==> config.mk <==
export PLATFORM = sky130hd
export DESIGN_NAME = asmc_isqrt
export DESIGN_NICKNAME = d
export VERILOG_FILES = /design/src/hw/rtl/asmc_pkg.sv /design/src/hw/rtl/asmc_isqrt.sv
export SDC_FILE = /design/constraint.sdc
export NUM_CORES = 1
export LEC_CHECK = 0
export BUFFER_PORTS_ARGS = -buffer_cell sky130_fd_sc_hd__buf_2
export CAP_MARGIN = 20
export CORE_MARGIN = 3
export CORE_UTILIZATION = 55
export CTS_CLUSTER_DIAMETER = 30
export DETAILED_ROUTE_END_ITERATION = 8
export PLACE_DENSITY = 0.78
export SLEW_MARGIN = 20
export SYNTH_ARGS = -nofsm -noshare
export SYNTH_HDL_FRONTEND = slang
export SYNTH_SLANG_ARGS = --single-unit
==> constraint.sdc <==
create_clock -name i_clk -period 8.5 [get_ports i_clk]
set_clock_uncertainty 0.2 [all_clocks]
set_input_delay 2.125 -clock i_clk [delete_from_list [all_inputs] [get_ports i_clk]]
set_output_delay 2.125 -clock i_clk [all_outputs]
set_load 0.01 [all_outputs]
==> src/hw/rtl/asmc_pkg.sv <==
// Shared types, register indexes and helper functions for the surge/yaw controller.
// No dependencies; imported by asmc_alu, asmc_isqrt and the top level.
package asmc_pkg;

    typedef enum logic [1:0] {
        ALU_ADD,
        ALU_SUB,
        ALU_MUL
    } t_alu_op;

    localparam int CFG_NUM = 8;
    localparam logic [2:0] CFG_SPEED_RATE    = 3'd0;
    localparam logic [2:0] CFG_HEADING_RATE  = 3'd1;
    localparam logic [2:0] CFG_SPEED_FLOOR   = 3'd2;
    localparam logic [2:0] CFG_HEADING_FLOOR = 3'd3;
    localparam logic [2:0] CFG_SPEED_LIN     = 3'd4;
    localparam logic [2:0] CFG_HEADING_LIN   = 3'd5;
    localparam logic [2:0] CFG_SPEED_SLOPE   = 3'd6;
    localparam logic [2:0] CFG_HEADING_SLOPE = 3'd7;

    function automatic logic signed [31:0] sat32(input logic signed [63:0] x);
        if (x > 64'sd2147483647) begin
            return 32'sh7fffffff;
        end else if (x < -64'sd2147483648) begin
            return 32'sh80000000;
        end
        return x[31:0];
    endfunction

    function automatic logic signed [31:0] clamp32(input logic signed [31:0] x,
                                                   input logic signed [31:0] lo,
                                                   input logic signed [31:0] hi);
        if (x < lo) begin
            return lo;
        end else if (x > hi) begin
            return hi;
        end
        return x;
    endfunction

    // fold an angle difference into +-pi
    function automatic logic signed [31:0] wrap_pi(input logic signed [33:0] e,
                                                   input logic signed [33:0] pi_c,
                                                   input logic signed [33:0] two_pi_c);
        logic signed [33:0] a;
        a = (e < 0) ? -e : e;
        if (a > pi_c) begin
            return (e > 0) ? 32'(a - two_pi_c) : 32'(two_pi_c - a);
        end
        return e[31:0];
    endfunction

    function automatic logic signed [31:0] gain_rate(input logic signed [31:0] gain,
                                                     input logic [23:0] floor_v,
                                                     input logic [23:0] rate,
                                                     input logic signed [31:0] sigma,
                                                     input logic signed [33:0] mu);
        logic signed [33:0] d;
        d = ((sigma < 0) ? -34'(sigma) : 34'(sigma)) - mu;
        if (gain <= $signed(32'(floor_v))) begin
            return 32'(floor_v);
        end else if (d > 0) begin
            return 32'(rate);
        end else if (d < 0) begin
            return -$signed(32'(rate));
        end
        return 32'sd0;
    endfunction

endpackage

==> src/hw/rtl/asmc_isqrt.sv <==
// Floor square root of a 64-bit word, one result bit per cycle.
// Depends on asmc_pkg.
module asmc_isqrt import asmc_pkg::*; (
    input  logic        i_clk,
    input  logic        i_rst_n,
    input  logic        i_start,
    input  logic [63:0] i_radicand,
    output logic        o_done,
    output logic [31:0] o_root
);
    logic [63:0] r_x;
    logic [34:0] r_rem;
    logic [31:0] r_root;
    logic [4:0]  r_cnt;
    logic        r_busy;
    logic        r_done;
    logic [34:0] w_rem_sh;
    logic [34:0] w_trial;

    assign w_rem_sh = {r_rem[32:0], r_x[63:62]};
    assign w_trial  = {1'b0, r_root, 2'b01};

    always_ff @(posedge i_clk) begin
        if (!i_rst_n) begin
            r_busy <= 1'b0;
            r_done <= 1'b0;
            r_cnt  <= '0;
        end else begin
            r_done <= 1'b0;
            if (i_start) begin
                r_busy <= 1'b1;
                r_cnt  <= '0;
            end else if (r_busy) begin
                r_cnt <= r_cnt + 5'd1;
                if (r_cnt == 5'd31) begin
                    r_busy <= 1'b0;
                    r_done <= 1'b1;
                end
            end
        end
    end

    always_ff @(posedge i_clk) begin
        if (i_start) begin
            r_x    <= i_radicand;
            r_rem  <= '0;
            r_root <= '0;
        end else if (r_busy) begin
            r_x <= {r_x[61:0], 2'b00};
            if (w_rem_sh >= w_trial) begin
                r_rem  <= w_rem_sh - w_trial;
                r_root <= {r_root[30:0], 1'b1};
            end else begin
                r_rem  <= w_rem_sh;
                r_root <= {r_root[30:0], 1'b0};
            end
        end
    end

    assign o_done = r_done;
    assign o_root = r_root;
endmodule

==> results.md, run 1 <==
* Final #Nets at 940
* Root Buffer: clkbuf_16
* Final slew viol count at 0
* Status: finished, final reports clean
* Setup bufs post-CTS at 0
* Crit Path Category: input pin to flip-flop
* Post-route clock period utilization at 47.67%
* Sequential Power Share at 27.1%
* Sw Ratio at 40.71%
* # diodes at 0
* Clock power frac at 23.7%
* Sequential share of the synthesized area at 43.74%
* GRT Total Usage at 22.02%
* Pin count of the biggest net entering global routing at 89
* Worst-Skew Late Latency at 420 ps
* Pre-CTS setup slack at 4098 ps
* Core Box Area at 13,450 um2
* Max Clock Freq at 246.8 MHz
* Critical Path End: r_x[24]
* Cell family with most CP delay: buffers and inverters
* Residual DRC count at 0
* Vias in the first global route at 5,868
* Synth area leader: edfxtp_1
* Fill count at 1,082
* EDFF count, synth at 64
* Setup violations, final at 0
* Synthesized area at 7689 um2
* Psw at 1244 uW
* R2R Setup Slk at 4780 ps
* Die W at 124.2 um
* Worst hold slack at 280.4 ps
* Initial Utilization at 57.15%
* Area growth, synth to finish at 14.69%
* Final Cell Area at 8818 um2
* Critical path depth at 5
* First-pass GRT wire length at 28.23 mm
* Startpoint types: input pin
* Most common cell after layout, fill and taps aside: buf_2
* CP max stage cell: buf_4
* Post-synthesis register bit count at 136
* Setup crit end kind: flip-flop
* Relative slew slack at 30.52%
* CP most frequent cell: buf_4
* Crit path arrival time at 3900 ps
* Main synth FF type: dfxtp_1
* Antenna violations before repair at 0
* Fin crit period at 4052 ps
* Hold-fix buffers, CTS at 0
* VDD IR max at 220.3 uV
* Crit path setup slack, layout at 4448 ps
* CTS Buffer Depth at 2
* Async SR Flop Fraction at 0%
* Cell variety after synth at 70
* Worst reg2reg path startpoint: o_root[22]
* Leak Pwr at 0.003655 uW
* Die H at 124.2 um
* Post-CTS Resized at 0
* Share of layout cells above drive strength 1 at 26.35%
* Critical Path RT at 8350 ps
* # clock sinks at 136
* Max Cap Viol at 0
* DRT iter0 DRCs at 342
* Power share of the combinational group at 49.2%
* Syn Nets at 858
* RSZ-0062 raised after global routing: no
* Most frequent cells in the layout: buf_2, nor2_1, dfxtp_1
* Tightest Pin Transition at 1042 ps
* DIE AREA at 15,430 um2
* Dpl hpwl at 11.81 mm
* Num CTS Buffers at 17
* Port Buf Inserts at 99
* Final setup TNS at 0 ps
* Clock slew at reported path FFs at 60 ps
* Post-synth top area share at 25.00%
* H-tree depth at 4
* Row count at 42
* Fin. Hold Viols at 0
* Vias per cell at 5.735
* Cell Int Power at 1811 uW
* Largest cells by area after synthesis: edfxtp_1, dfxtp_1, mux2_2
* Gpl congestion at 0.8738
* Avg WL per Cell at 16.39 um
* IO Count at 100
* CP max stage delay at 590 ps
* Power density over the cells at 346.4 nW/um2
* Post-DRT Antenna Nets at 0
* Placed instance area at 8230 um2
* Syn_area_per_cell at 10.18 um2
* Synth warnings at 0
* R2R depth at 11
* Total power at 3055 uW
* Reg2reg end: r_rem[8]
* Critical path fanouts, max at 64
* CP cell instances: buf_4, nor2_1, buf_4, inv_2, buf_4
* CTS tree: yes
* Vias post-DR at 5,884
* Mapped Cells at 755
* First-pass DRT Iterations at 5
* GRT overflow at 0
* Area of the multi-input gates at 3961 um2
* Routed WL at 16.82 mm
* Hold Path Class: flip-flop to flip-flop
* CP startpoint: i_start
* CP bufs+invs at 4
* Sequential cell area at 3367 um2
[how the worst min path moves through the flow]
stage	startpoint	end	slack, ps	cells after the start
global placement	r_rem[31]	r_rem[31]	240	2
finish	r_rem[31]	r_rem[31]	280	2
floorplan	r_rem[31]	r_rem[31]	230	2
detailed placement	r_rem[31]	r_rem[31]	250	2
CTS	r_rem[31]	r_rem[31]	280	2
global route	r_rem[0]	r_rem[0]	310	2
[metal layers]
layer,routed length [um],part of all wire (%),track usage [%],vias to the layer above
met5,0,0,0,-
met4,451,2.7,7.608,0
met3,1055,6.3,6.529,43
met2,7903,47,35.75,191
met1,7404,44,28.11,2753
li1,-,-,-,2897
[cell type report]
cell class	count	area share (%)
multi-input cells	537	44.92
well taps	176	2.497
inverters	41	1.745
repair buffers	104	6.073
clock buffers	17	4.824
clock inverters	15	1.759
flip-flops and latches	136	38.18
[stage by stage]
step,utilization [%],std cells
floorplan,-,755
global placement,61.18,993
detailed placement,61.18,993
CTS,65.49,1025
global route,65.55,1026
finish,65.55,1026
[tightest hold or removal path: cells and delay by family, from the launching register on]
kind             cells  cell delay, ps
flip-flops           1             320
AND/OR/NAND/NOR      2             120
[power by group through the flow]
stage | logic (uW) | clock network (uW) | registers (uW)
after floorplan | 1240 | 0 | 821
after CTS | 1480 | 733 | 827
after detailed placement | 1470 | 0 | 839
after global placement | 1430 | 0 | 837
after global routing | 1640 | 763 | 837
final | 1500 | 723 | 828
[registers in the layout, indices dropped and copies added (netlist names)]
name	count
r_rem	33
o_done	1
r_x	64
r_cnt	5
r_busy	1
o_root	32
[kinds of logic after synthesis]
logic type / share of synthesized area, %
compound gates: 13.69
xor+xnor: 3.304
fa+ha+maj: 5.858
buf+inv: 4.735
flops: 43.74
mux: 16.00
simple gates: 12.68
[cell usage after synthesis, types with 5 or more instances]
master,count
a21oi_1,33
edfxtp_1,64
inv_1,41
a311oi_1,7
a21o_1,7
o21ai_0,24
nor3_1,8
a211oi_1,20
mux2_2,63
nand2b_1,8
dfxtp_1,72
clkbuf_1,19
nand4_1,7
xor2_1,15
nand2_1,56
nor2b_1,5
nand3_1,11
mux2i_1,52
and3_1,5
nor2_1,88
and2_1,5
buf_1,8
xnor2_1,14
buf_2,5
o31ai_1,7
ha_1,36
Power figures use the tool's default switching activity.
==> run 2: changes to the inputs <==
Clock period 8.5 ns to 4 ns, I/O delays scaled along.
==> run 2 against run 1 <==
Largest power group unchanged; first-iteration DRC count is 26% higher; sequential cell count is the same; hold slack gained 6.2 ps; core utilization increased by 0.86 points; sequential power increased by 110%; non-clock buffer count grew 3; sequential share of layout area decreased by 0.49 points; power increased by 120%; via count is essentially flat; clock-buffer cell count up 2; critical endpoint is now r_rem[1]; worst setup slack lost 4000 ps.
==> results.md, run 2 (synthesis results as in run 1) <==
* Initial Utilization at 57.15%
* Setup violations, final at 0
* Largest Register: r_x
* Clock power frac at 26.5%
* H-tree depth at 4
* Num CTS Buffers at 17
* Die W at 124.2 um
* CTS Buffer Depth at 2
* Residual DRC count at 0
* GRT Total Usage at 22.73%
* Tightest Pin Transition at 805.8 ps
* Relative slew slack at 46.28%
* Cell Int Power at 4165 uW
* Port Buf Inserts at 99
* Crit Path Category: flip-flop to flip-flop
* Power share of the combinational group at 47.5%
* CTS tree: yes
* CP max stage cell: a21o_1
* Post-DRT Antenna Nets at 0
* GRT overflow at 0
* Power density over the cells at 757.8 nW/um2
* Psw at 2605 uW
* Startpoint types: flip-flop
* First-pass GRT wire length at 29.13 mm
* Fin. Hold Viols at 0
* Cell family with most CP delay: compound AO/OA/AOI/OAI gates
* Pin count of the biggest net entering global routing at 72
* Critical path fanouts, max at 21
* CP cell instances: inv_1, ha_1, a211oi_1, o21ai_2, a31oi_1, a211oi_2, o21ai_2, a21o_1, mux2_2, a211oi_1
* CP bufs+invs at 1
* Fin crit period at 3561 ps
* Setup bufs post-CTS at 0
* Sw Ratio at 38.48%
* DRT iter0 DRCs at 431
* Post-route clock period utilization at 89.03%
* Share of layout cells above drive strength 1 at 26.38%
* R2R depth at 10
* Area growth, synth to finish at 16.19%
* Routed WL at 17.29 mm
* Most frequent cells in the layout: buf_2, nor2_1, dfxtp_1
* Status: finished, final reports clean
* Final slew viol count at 0
* Vias per cell at 5.715
* Hold Path Stages at 2
* Gpl congestion at 0.9219
* Final #Nets at 943
* CP max stage delay at 660 ps
* Dpl hpwl at 12.28 mm
* Critical Path RT at 4130 ps
* Antenna violations before repair at 0
* Hold Path Class: flip-flop to flip-flop
* First-pass DRT Iterations at 5
* Clock slew at reported path FFs at 60 ps
* Core Box Area at 13,450 um2
* Avg WL per Cell at 16.80 um
* Sequential Power Share at 26.0%
* Vias in the first global route at 6,037
* Max Clock Freq at 280.8 MHz
* IO Count at 100
* Most common cell after layout, fill and taps aside: buf_2
* VDD IR max at 446.2 uV
* Die H at 124.2 um
* Setup crit end kind: flip-flop
* Max Cap Viol at 0
* Hold-fix buffers, CTS at 0
* Critical path depth at 10
* DIE AREA at 15,430 um2
* Vias post-DR at 5,881
* Worst-Skew Late Latency at 420 ps
* # diodes at 0
* Root Buffer: clkbuf_16
* # clock sinks at 136
* Total power at 6770 uW
* Final setup TNS at 0 ps
* Row count at 42
* Largest register FFs at 64
* Post-CTS Resized at 0
* RSZ-0062 raised after global routing: no
* Crit path arrival time at 3690 ps
* Leak Pwr at 0.003723 uW
[run 2: through the flow]
stage / utilization (%) / worst slack, ps / cell area [um2] / hold slack, ps / cells
2_1_floorplan: - / 552.3 / 7689 / 229.7 / 755
3_3_place_gp: 61.40 / 700.4 / 8260 / 245.8 / 997
3_5_place_dp: 61.40 / 555.9 / 8260 / 280.4 / 997
4_1_cts: 66.41 / 496.9 / 8934 / 289.2 / 1029
5_1_grt: 66.41 / 237.2 / 8934 / 315.9 / 1029
6_report: 66.41 / 439.0 / 8934 / 286.6 / 1029
[run 2: area by class of cell]
| cell class | instances | area (um2) |
|---|---|---|
| Multi-Input combinational cell | 537 | 3961 |
| Timing Repair Buffer | 107 | 558.0 |
| Tap cell | 176 | 220.2 |
| Clock inverter | 13 | 240.2 |
| Clock buffer | 19 | 432.9 |
| Fill cell | 1055 | 4519 |
| Sequential cell | 136 | 3367 |
| Inverter | 41 | 153.9 |
[run 2: metal layers]
| layer | vias to the layer above | share of wire, % | GRT usage (%) |
|---|---|---|---|
| li1 | 2903 | - | - |
| met1 | 2771 | 44 | 28.50 |
| met2 | 173 | 48 | 37.37 |
| met3 | 34 | 6.0 | 6.057 |
| met4 | 0 | 2.5 | 9.091 |
| met5 | - | 0 | 0 |
[run 2: power groups by stage]
stage / registers, uW / logic [uW] / clock network, uW
floorplan: 1740 / 2640 / 0
global placement: 1780 / 3090 / 0
detailed placement: 1790 / 3140 / 0
CTS: 1760 / 3170 / 1820
global route: 1780 / 3520 / 1880
finish: 1760 / 3220 / 1790
[run 2: tightest hold or removal path, delay by kind of cell, from the launching register on]
| family | cells | cell delay (ps) |
|---|---|---|
| flip-flops | 1 | 320 |
| AO/OA/AOI/OAI | 1 | 60 |
| AND/OR/NAND/NOR | 1 | 50 |
[run 2: path summary, 6_finish.rpt]
path	startpoint	to	slack [ps]
worst max-delay path	o_root[6]	r_rem[1]	440
worst min-delay path	r_rem[25]	r_rem[25]	290
worst max register to register	o_root[6]	r_rem[1]	440
worst min register to register	r_rem[25]	r_rem[25]	290
